[src/hw/rtl/bls_pkg.sv]
// Package for the line stepper: operation codes and the line control flags.
// No dependencies; imported by every module of the block.
package bls_pkg;

	typedef enum logic {
		OP_START = 1'b0,
		OP_STEP  = 1'b1
	} op_t;

	// Control flags of the line in progress
	typedef struct packed {
		logic minor_down;
		logic steep_line;
		logic dash_mode;
		logic line_active;
	} line_flags_t;

endpackage

[src/hw/rtl/bls_setup.sv]
// Line setup: axis swap, endpoint ordering, deltas and initial error term.
// Depends on bls_pkg.
module bls_setup import bls_pkg::*; #(
	parameter int COORD_WIDTH = 8
) (
	input  logic [COORD_WIDTH-1:0] start_x,
	input  logic [COORD_WIDTH-1:0] start_y,
	input  logic [COORD_WIDTH-1:0] end_x,
	input  logic [COORD_WIDTH-1:0] end_y,
	input  logic                   dashed,
	output logic [COORD_WIDTH-1:0] major_pos,
	output logic [COORD_WIDTH-1:0] minor_pos,
	output logic [COORD_WIDTH-1:0] major_end,
	output logic [COORD_WIDTH-1:0] delta_major,
	output logic [COORD_WIDTH-1:0] delta_minor,
	output logic [COORD_WIDTH:0]   error_term,
	output line_flags_t            flags
);

	logic [COORD_WIDTH-1:0] dx, dy;
	logic [COORD_WIDTH-1:0] a_maj, a_min, b_maj, b_min;
	logic [COORD_WIDTH-1:0] lo_maj, lo_min, hi_maj, hi_min;
	logic                   steep;

	always_comb begin
		dx    = (start_x > end_x) ? start_x - end_x : end_x - start_x;
		dy    = (start_y > end_y) ? start_y - end_y : end_y - start_y;
		steep = dy > dx;
		a_maj = steep ? start_y : start_x;
		a_min = steep ? start_x : start_y;
		b_maj = steep ? end_y   : end_x;
		b_min = steep ? end_x   : end_y;
		// order the endpoints so the major coordinate rises
		if (a_maj > b_maj) begin
			lo_maj = b_maj;
			lo_min = b_min;
			hi_maj = a_maj;
			hi_min = a_min;
		end else begin
			lo_maj = a_maj;
			lo_min = a_min;
			hi_maj = b_maj;
			hi_min = b_min;
		end
	end

	assign major_pos         = lo_maj;
	assign minor_pos         = lo_min;
	assign major_end         = hi_maj;
	assign delta_major       = hi_maj - lo_maj;
	assign delta_minor       = (lo_min > hi_min) ? lo_min - hi_min : hi_min - lo_min;
	assign error_term        = {2'b00, delta_major[COORD_WIDTH-1:1]};
	assign flags.minor_down  = !(lo_min < hi_min);
	assign flags.steep_line  = steep;
	assign flags.dash_mode   = dashed;
	assign flags.line_active = lo_maj < hi_maj;

endmodule

[src/hw/rtl/bls_step.sv]
// One Bresenham iteration: current pixel, draw and last bits, next position.
// Depends on bls_pkg.
module bls_step import bls_pkg::*; #(
	parameter int COORD_WIDTH = 8
) (
	input  logic [COORD_WIDTH-1:0] major_pos,
	input  logic [COORD_WIDTH-1:0] minor_pos,
	input  logic [COORD_WIDTH-1:0] major_end,
	input  logic [COORD_WIDTH-1:0] delta_major,
	input  logic [COORD_WIDTH-1:0] delta_minor,
	input  logic [COORD_WIDTH:0]   error_term,
	input  line_flags_t            flags,
	output logic [COORD_WIDTH-1:0] pixel_x,
	output logic [COORD_WIDTH-1:0] pixel_y,
	output logic                   draw,
	output logic                   last,
	output logic [COORD_WIDTH-1:0] major_next,
	output logic [COORD_WIDTH-1:0] minor_next,
	output logic [COORD_WIDTH:0]   error_next
);

	logic signed [COORD_WIDTH:0] err_dec;

	always_comb begin
		err_dec = $signed(error_term) - $signed({1'b0, delta_minor});
		if (err_dec[COORD_WIDTH]) begin
			error_next = err_dec + {1'b0, delta_major};
			minor_next = flags.minor_down ? minor_pos - 1'b1 : minor_pos + 1'b1;
		end else begin
			error_next = err_dec;
			minor_next = minor_pos;
		end
	end

	assign major_next = major_pos + 1'b1;
	assign last       = major_next == major_end;
	assign pixel_x    = flags.steep_line ? minor_pos : major_pos;
	assign pixel_y    = flags.steep_line ? major_pos : minor_pos;
	assign draw       = !flags.dash_mode || !major_pos[0];

endmodule

[src/hw/rtl/bresenham_line_stepper.sv]
// Bresenham line stepper: a start transaction loads a line, step transactions emit pixels.
// Step pixels pass the input register stage, then the result register, and show on strobe.
// Throughput: one transaction per cycle, set by the single add-compare-update on the state.
// Reset: asynchronous, active low; clears line state; busy is high until ready_q is set.
// The receiver cannot stall: each result is on the ports for exactly one cycle.
module bresenham_line_stepper import bls_pkg::*; #(
	parameter int COORD_WIDTH = 8
) (
	input  logic                   clk,
	input  logic                   arst_n,
	input  logic                   start,
	output logic                   busy,
	input  logic                   operation,
	input  logic [COORD_WIDTH-1:0] start_x,
	input  logic [COORD_WIDTH-1:0] start_y,
	input  logic [COORD_WIDTH-1:0] end_x,
	input  logic [COORD_WIDTH-1:0] end_y,
	input  logic                   dashed,
	output logic                   strobe,
	output logic [COORD_WIDTH-1:0] pixel_x,
	output logic [COORD_WIDTH-1:0] pixel_y,
	output logic                   draw,
	output logic                   last
);

	// Input register stage
	logic                   valid_s1;
	op_t                    op_s1;
	logic [COORD_WIDTH-1:0] start_x_s1, start_y_s1, end_x_s1, end_y_s1;
	logic                   dashed_s1;

	// Line state
	logic [COORD_WIDTH-1:0] major_pos_q, minor_pos_q, major_end_q;
	logic [COORD_WIDTH-1:0] delta_major_q, delta_minor_q;
	logic [COORD_WIDTH:0]   error_term_q;
	line_flags_t            flags_q;

	// Result register
	logic                   strobe_q;
	logic [COORD_WIDTH-1:0] pixel_x_q, pixel_y_q;
	logic                   draw_q, last_q;
	logic                   ready_q;

	// Setup outputs
	logic [COORD_WIDTH-1:0] su_major_pos, su_minor_pos, su_major_end;
	logic [COORD_WIDTH-1:0] su_delta_major, su_delta_minor;
	logic [COORD_WIDTH:0]   su_error_term;
	line_flags_t            su_flags;

	// Step outputs
	logic [COORD_WIDTH-1:0] st_pixel_x, st_pixel_y;
	logic                   st_draw, st_last;
	logic [COORD_WIDTH-1:0] st_major_next, st_minor_next;
	logic [COORD_WIDTH:0]   st_error_next;

	logic accept;

	// Hold off transactions after reset release until the ready register is set
	assign busy   = !ready_q;
	assign accept = start && ready_q;

	always_ff @(posedge clk or negedge arst_n) begin
		if (!arst_n) begin
			ready_q  <= 1'b0;
			valid_s1 <= 1'b0;
		end else begin
			ready_q  <= 1'b1;
			valid_s1 <= accept;
		end
	end

	// Capture the transaction payload; no reset needed
	always_ff @(posedge clk) begin
		if (accept) begin
			op_s1      <= op_t'(operation);
			start_x_s1 <= start_x;
			start_y_s1 <= start_y;
			end_x_s1   <= end_x;
			end_y_s1   <= end_y;
			dashed_s1  <= dashed;
		end
	end

	bls_setup #(
		.COORD_WIDTH(COORD_WIDTH)
	) u_setup (
		.start_x    (start_x_s1),
		.start_y    (start_y_s1),
		.end_x      (end_x_s1),
		.end_y      (end_y_s1),
		.dashed     (dashed_s1),
		.major_pos  (su_major_pos),
		.minor_pos  (su_minor_pos),
		.major_end  (su_major_end),
		.delta_major(su_delta_major),
		.delta_minor(su_delta_minor),
		.error_term (su_error_term),
		.flags      (su_flags)
	);

	bls_step #(
		.COORD_WIDTH(COORD_WIDTH)
	) u_step (
		.major_pos  (major_pos_q),
		.minor_pos  (minor_pos_q),
		.major_end  (major_end_q),
		.delta_major(delta_major_q),
		.delta_minor(delta_minor_q),
		.error_term (error_term_q),
		.flags      (flags_q),
		.pixel_x    (st_pixel_x),
		.pixel_y    (st_pixel_y),
		.draw       (st_draw),
		.last       (st_last),
		.major_next (st_major_next),
		.minor_next (st_minor_next),
		.error_next (st_error_next)
	);

	// Update the line state: a start replaces any line, a step advances an active one.
	// A step with no active line is dropped without a result.
	always_ff @(posedge clk or negedge arst_n) begin
		if (!arst_n) begin
			major_pos_q   <= '0;
			minor_pos_q   <= '0;
			major_end_q   <= '0;
			delta_major_q <= '0;
			delta_minor_q <= '0;
			error_term_q  <= '0;
			flags_q       <= '0;
			strobe_q      <= 1'b0;
		end else begin
			strobe_q <= 1'b0;
			if (valid_s1) begin
				case (op_s1)
					OP_START: begin
						major_pos_q   <= su_major_pos;
						minor_pos_q   <= su_minor_pos;
						major_end_q   <= su_major_end;
						delta_major_q <= su_delta_major;
						delta_minor_q <= su_delta_minor;
						error_term_q  <= su_error_term;
						flags_q       <= su_flags;
					end
					OP_STEP: begin
						if (flags_q.line_active) begin
							major_pos_q         <= st_major_next;
							minor_pos_q         <= st_minor_next;
							error_term_q        <= st_error_next;
							flags_q.line_active <= !st_last;
							strobe_q            <= 1'b1;
						end
					end
					default: begin
					end
				endcase
			end
		end
	end

	// Result payload, qualified by strobe
	always_ff @(posedge clk) begin
		if (valid_s1 && op_s1 == OP_STEP && flags_q.line_active) begin
			pixel_x_q <= st_pixel_x;
			pixel_y_q <= st_pixel_y;
			draw_q    <= st_draw;
			last_q    <= st_last;
		end
	end

	assign strobe  = strobe_q;
	assign pixel_x = pixel_x_q;
	assign pixel_y = pixel_y_q;
	assign draw    = draw_q;
	assign last    = last_q;

endmodule

[config.mk]
export PLATFORM = sky130hd
export DESIGN_NAME = bresenham_line_stepper
export DESIGN_NICKNAME = d
export VERILOG_FILES = /design/src/hw/rtl/bls_pkg.sv /design/src/hw/rtl/bls_setup.sv /design/src/hw/rtl/bls_step.sv /design/src/hw/rtl/bresenham_line_stepper.sv
export SDC_FILE = /design/constraint.sdc
export NUM_CORES = 1
export LEC_CHECK = 0
export ABC_AREA = 1
export BUFFER_PORTS_ARGS = -buffer_cell sky130_fd_sc_hd__buf_2
export CORE_MARGIN = 1
export CORE_UTILIZATION = 25
export CTS_CLUSTER_SIZE = 20
export DETAILED_ROUTE_END_ITERATION = 12
export PLACE_DENSITY_LB_ADDON = 0.1
export SLEW_MARGIN = 20
export SYNTH_ARGS = -nofsm -noshare
export SYNTH_HDL_FRONTEND = slang
export SYNTH_SLANG_ARGS = --single-unit
[constraint.sdc]
create_clock -name clk -period 9.17 [get_ports clk]
set_input_delay 1.3755 -clock clk [delete_from_list [all_inputs] [get_ports clk]]
set_output_delay 1.3755 -clock clk [all_outputs]
set_load 0.01 [all_outputs]
## Word-level counts from Yosys, hierarchy flattened

Cells that the tools add are included.
Widths: inputs -> output; s select.

- Bits in registers: 108
- Logic and storage cells: 85
- Input port bits: 37

- Bitwise gates (word level): 1
- Equal/unequal tests: 3
- Multiplexer cells: 27
- Reductions and logical operators: 12
- $lt $le $gt $ge: 7
- Add/sub/neg operators: 12

Operator list:

| cell | count |
|---|---|
| $mux 8 | 17 |
| $sub 8x8->8 | 7 |
| $gt 8x8->1 | 5 |
| $pmux 8 s2 | 2 |
| $mux 9 | 2 |
| $pmux 9 s2 | 1 |
| $add 8x1->8 const B | 2 |
| $lt 8x8->1 | 2 |
| $add 9x8->9 | 1 |
| $sub 9x9->9 | 1 |
| $eq 8x8->1 | 1 |
| $sub 8x1->8 const B | 1 |
| $logic_not 1->1 | 5 |
| $mux 1 | 4 |
| $ne 2x1->1 const B | 2 |
| $reduce_and 2->1 | 2 |
| $logic_and 1x1->1 | 3 |
| $reduce_and 3->1 | 1 |
| $pmux 1 s2 | 1 |
| $logic_or 1x1->1 | 1 |
| $not 1->1 | 1 |

## Depth between registers and ports, before layout

- Depth after elaboration: 8
- Depth in mapped cells: 57
- Depth with buffers taken out: 52

## By module

Synthesis repeated with hierarchy kept, for this count alone.

- Cells, all modules: 1294
- Area, all modules: 9411.5 um^2

By module, submodules not included:

| module | cells each | instances | area an instance (um^2) |
|---|---|---|---|
| bresenham_line_stepper | 377 | 1 | 4124.0 |
| bls_setup | 589 | 1 | 3474.6 |
| bls_step | 328 | 1 | 1813.0 |

## Least setup slack after synthesis

No wires, ideal clock.

- Kind: reg-to-reg
- Start point: register start_y_s1[0]
- End point: register delta_minor_q[7]
- Arrival time: 7.919 ns
- Cell stages (with the launch flop): 54
- Slack: 1.121 ns
- Cell sequence: edfxtp_1 inv_1 ha_1 inv_1 fa_1 a221o_1 nand2_1 o211ai_1 nand2_1 clkbuf_1 inv_1 nor2_1 o22ai_1 a22oi_1 nor2_1 nor2_1 xnor2_1 ha_1 [... 18 more ...] o21ai_0 inv_1 fa_1 inv_1 o21ai_0 nand2_1 o211ai_1 nand2_1 inv_1 a211oi_1 o22ai_1 nand2_1 nand3_1 nand2_1 nand3_1 xor2_1 nand2_1 o21ai_0

- Longest elaborated chain between the ends: 8

Ends and longest elaborated chain:

| element | line | source |
|---|---|---|
| start, declared | bresenham_line_stepper.sv:29 | `logic [COORD_WIDTH-1:0] start_x_s1, start_y_s1, end_x_s1, end_y_s1;` |
| start signal, assigned | bresenham_line_stepper.sv:77 | `start_y_s1 <= start_y;` |
| $sub 8x8->8 / $gt 8x8->1 (equally long branches) | bls_setup.sv:27 | `dy = (start_y > end_y) ? start_y - end_y : end_y - start_y;` |
| $mux 8 | bls_setup.sv:27 |  |
| $gt 8x8->1 | bls_setup.sv:28 | `steep = dy > dx;` |
| $mux 8, on equally long branches | bls_setup.sv:29, bls_setup.sv:31 |  |
| $gt 8x8->1 | bls_setup.sv:34 | `if (a_maj > b_maj) begin` |
| $mux 8 | bls_setup.sv:34 |  |
| $sub 8x8->8 / $gt 8x8->1 (equally long branches) | bls_setup.sv:51 | `assign delta_minor = (lo_min > hi_min) ? lo_min - hi_min : hi_min - lo_min;` |
| $mux 8 (*) | bls_setup.sv:51 |  |
| end signal, assigned | bresenham_line_stepper.sv:141 | `delta_minor_q <= su_delta_minor;` |
| end, declared | bresenham_line_stepper.sv:34 | `logic [COORD_WIDTH-1:0] delta_major_q, delta_minor_q;` |

Mark *: on every way between the ends. The rest lies on a longest branch, timed or not.
A chain may end at the register's enable or synchronous reset.

## Worst setup path after layout

- Start point: register start_x_s1[0]
- End point: register delta_minor_q[7]

- Longest elaborated chain between the ends: 8

Ends and longest elaborated chain:

| element | line | source |
|---|---|---|
| start, declared | bresenham_line_stepper.sv:29 |  |
| start signal, assigned | bresenham_line_stepper.sv:76 | `start_x_s1 <= start_x;` |
| $sub 8x8->8 / $gt 8x8->1 (equally long branches) | bls_setup.sv:26 | `dx = (start_x > end_x) ? start_x - end_x : end_x - start_x;` |
| $mux 8 | bls_setup.sv:26 |  |
| $gt 8x8->1 | bls_setup.sv:28 |  |
| $mux 8, on equally long branches | bls_setup.sv:29, bls_setup.sv:31 |  |
| $gt 8x8->1 | bls_setup.sv:34 |  |
| $mux 8 | bls_setup.sv:34 |  |
| $sub 8x8->8 / $gt 8x8->1 (equally long branches) | bls_setup.sv:51 |  |
| $mux 8 (*) | bls_setup.sv:51 |  |

Marks and branches as above.

==> summary.md <==
| Metric | Value |
|---|---|
| Share of the yosys chip area belonging to registers | 35.34% |
| Largest net degree at the start of global routing | 64 |
| Chip width | 185.1 um |
| Combinational family with the most area after synthesis | simple AND/OR/NAND/NOR gates |
| Final setup fails | 0 |
| Root buf cell | clkbuf_16 |
| CTS tree | built |
| Hold Crit Class | flop to flop |
| CP most frequent cell | nand2_1 |
| Commonest non-fill, non-tap cell in the layout | nand2_1 |
| Share of cells above drive strength 1 | 9.333% |
| Routed metal-1 wirelength | 12.95 mm |
| N_diodes | 0 |
| Area Growth Syn to Fin | 12.86% |
| Post-Syn Area | roughly 8400 um^2 |
| Crit-path slowest cell | edfxtp_1 |
| Hold_buf cts | 0 |
| Max Cap Viol | 0 |
| Tightest Pin Transition | 992.3 ps |
| Synth Area in Simple Gates | 19.52% |
| Initial core utilization | 25.57% |
| Outcome | complete, no violations |
| Final core occ | 28.86% |
| Number of H-tree levels | 3 |
| DR top layer | met4 |
| Met2 WL | 10.71 mm |
| Main synth FF type | dfrtp_1 |
| Post-layout minimum cycle time | slightly above 8000 ps |
| Clock Latency Late Sink | roughly 380 ps |
| Area share of fa/ha/maj cells after synthesis | about 15% |
| Metal3 WL | a little under 500 um |
| Compound-gate portion of the synthesized area | around 16% |
| GR Util All Layers | 15.25% |
| Final HPWL DP | approximately 19 mm |
| Remaining DRCs | 0 |
| Setup repair bufs after CTS | 0 |
| Crit-path max FO | 63 |
| Clock sink total | 108 |
| WL/cell | 15.64 um |
| Initial DRC count | around 360 |
| Arrival time of the worst setup path | approximately 8400 ps |
| Max Slew Vio Count | 0 |
| Distinct cells, synth | 48 |
| Req. time, crit path | 9410 ps |
| Worst Setup SP | start_x_s1[0] |
| Syn nets | 1205 |
| First-pass GRT wire length | approximately 39 mm |
| Fin Setup TNS | 0 ps |
| Total congestion overflow | 0 |
| Asr flop ratio synth | 51.85% |
| Final period utilization | 89.33% |
| CTS Buf Count | 9 |
| Num ports | 57 |
| Slew HR | 33.84% |
| Crit start category | flop |
| Synth Instances | 1076 |
| Hold_sp | delta_major_q[6] |
| #FFs+latches synth | 108 |
| Vias per cell | 4.379 |
| Rows | 66 |
| Avg Inst Size Synth | 7.792 um^2 |
| XOR/XNOR Fraction of Synth Area | approximately 4.5% |
| Worst r2r src | start_x_s1[0] |
| Mux contribution to synthesized area | less than 1% |
| Total number of vias | 6862 |
| Die height | roughly 190 um |
| Fmax | roughly 0.12 GHz |
| Critical path type | flop to flop |
| Routed WL | 24.51 mm |
| EDFF count, synth | 52 |
| RSZ-0062 raised after global routing | no |
| Synth warnings | 0 |
| CP max stage delay | between 400 and 500 ps |
| Clock slew at reported path FFs | 80 ps |
| Most frequent cells in the layout | nand2_1 (272), inv_1 (168), o21ai_0 (125) |
| Port-buffer cells | 56 |
| Final ANT Viol Nets | 0 |
| Hold Violations, Final | 0 |
| Crit. End Element | flop |
| Clock Path Buffers | 2 |
| Core area | 32780 um^2 |
| Die ar. | 34270 um^2 |
| GP Congestion | 0.8171 |
| Drt pass-1 iters | 7 |
| Initial antenna violation count | 0 |
| Vias in the first global route | 6941 |
| Resize count post-CTS | 0 |
| Reg2reg path depth | 47 |
| Final #Nets | 1249 |
| Clock Skew | roughly 14 ps |
| Hold Path Depth | 2 |
-- critical path: cells and delay by family (launching register included) --
| kind | cells | cell delay, ps |
|---|---|---|
| adder cells (fa/ha/maj) | 5 | 1600 |
| XOR/XNOR | 2 | 290 |
| AO/OA/AOI/OAI | 13 | 1810 |
| flip-flops | 1 | 430 |
| multiplexers | 1 | 330 |
| AND/OR/NAND/NOR | 19 | 2860 |
| buffers and inverters | 7 | 660 |
-- layout make-up --
type | instances | area (um^2)
inverter | 172 | 645.6
tap | 442 | 553.0
clock buffer | 11 | 264.0
fill | 3589 | 23320
multi-input combinational | 768 | 4681
timing repair buffer | 61 | 317.8
sequential | 108 | 2963
clock inverter | 5 | 38.79
-- Yosys cell counts (2+ instances only) --
master / n / share of area (%)
fa_1: 9 / 2.1
nor3_1: 2 / 0.12
o22ai_1: 9 / 0.67
nand3_1: 37 / 2.2
a221o_1: 2 / 0.24
o21bai_1: 3 / 0.27
nand4_1: 7 / 0.52
buf_6: 2 / 0.27
dfrtp_1: 56 / 17
a211oi_1: 4 / 0.36
clkbuf_1: 21 / 0.94
nand2_8: 2 / 0.48
nor2_1: 41 / 1.8
buf_2: 5 / 0.30
inv_2: 3 / 0.13
xnor2_1: 15 / 1.6
a22oi_1: 4 / 0.36
nand2_2: 7 / 0.52
nand2_4: 4 / 0.54
a32o_1: 2 / 0.24
mux2i_1: 6 / 0.72
or2_2: 2 / 0.15
o21ai_1: 17 / 1.0
nand2_1: 272 / 12
o211ai_1: 8 / 0.72
a21oi_1: 54 / 3.2
a31oi_1: 4 / 0.30
a21o_1: 2 / 0.18
ha_1: 83 / 12
nand4_4: 2 / 0.51
xor2_1: 28 / 2.9
o21ai_0: 129 / 7.7
edfxtp_1: 52 / 19
inv_1: 168 / 7.5
-- final timing paths --
path,slack [ps],end
setup / recovery,980,delta_minor_q[7]
hold / removal,500,delta_major_q[6]
setup reg to reg,980,delta_minor_q[7]
hold reg to reg,500,delta_major_q[6]
max in group asynchronous,7410,delta_minor_q[1]
min in group asynchronous,1140,error_term_q[1]
-- kinds of logic after synthesis --
group           after synthesis
xor+xnor                     43
mux                           6
other cells                   1
flops                       108
fa+ha+maj                    92
simple gates                379
buf+inv                     201
compound gates              246
-- per-layer routing --
| layer | GRT usage [%] | up-vias |
|---|---|---|
| li1 | - | 3614 |
| met1 | 21.68 | 3145 |
| met2 | 23.80 | 90 |
| met3 | 2.025 | 13 |
| met4 | 4.628 | 0 |
| met5 | 0 | - |
-- sequential cells by signal, summed over array words and instances, names as in the netlist, 4 cells and up --
register / cells
error_term_q: 9
delta_major_q: 8
delta_minor_q: 8
end_x_s1: 8
end_y_s1: 8
major_end_q: 8
major_pos_q: 8
minor_pos_q: 8
pixel_x: 8
pixel_y: 8
start_x_s1: 8
start_y_s1: 8
flags_q: 4
-- metrics by stage --
stage	hold slack (ps)	area [um^2]	cells	setup WS [ps]
after floorplan	418.4	8384	1076	1121
after global placement	477.5	9128	1550	715.5
after detailed placement	478.8	9128	1550	495.2
after CTS	502.3	9430	1566	463.8
after global routing	517.6	9463	1567	14.95
final	500.2	9463	1567	978.2
Power is not shown: default switching activity piles up to over one toggle a cycle in this logic, so the estimate is an artifact.
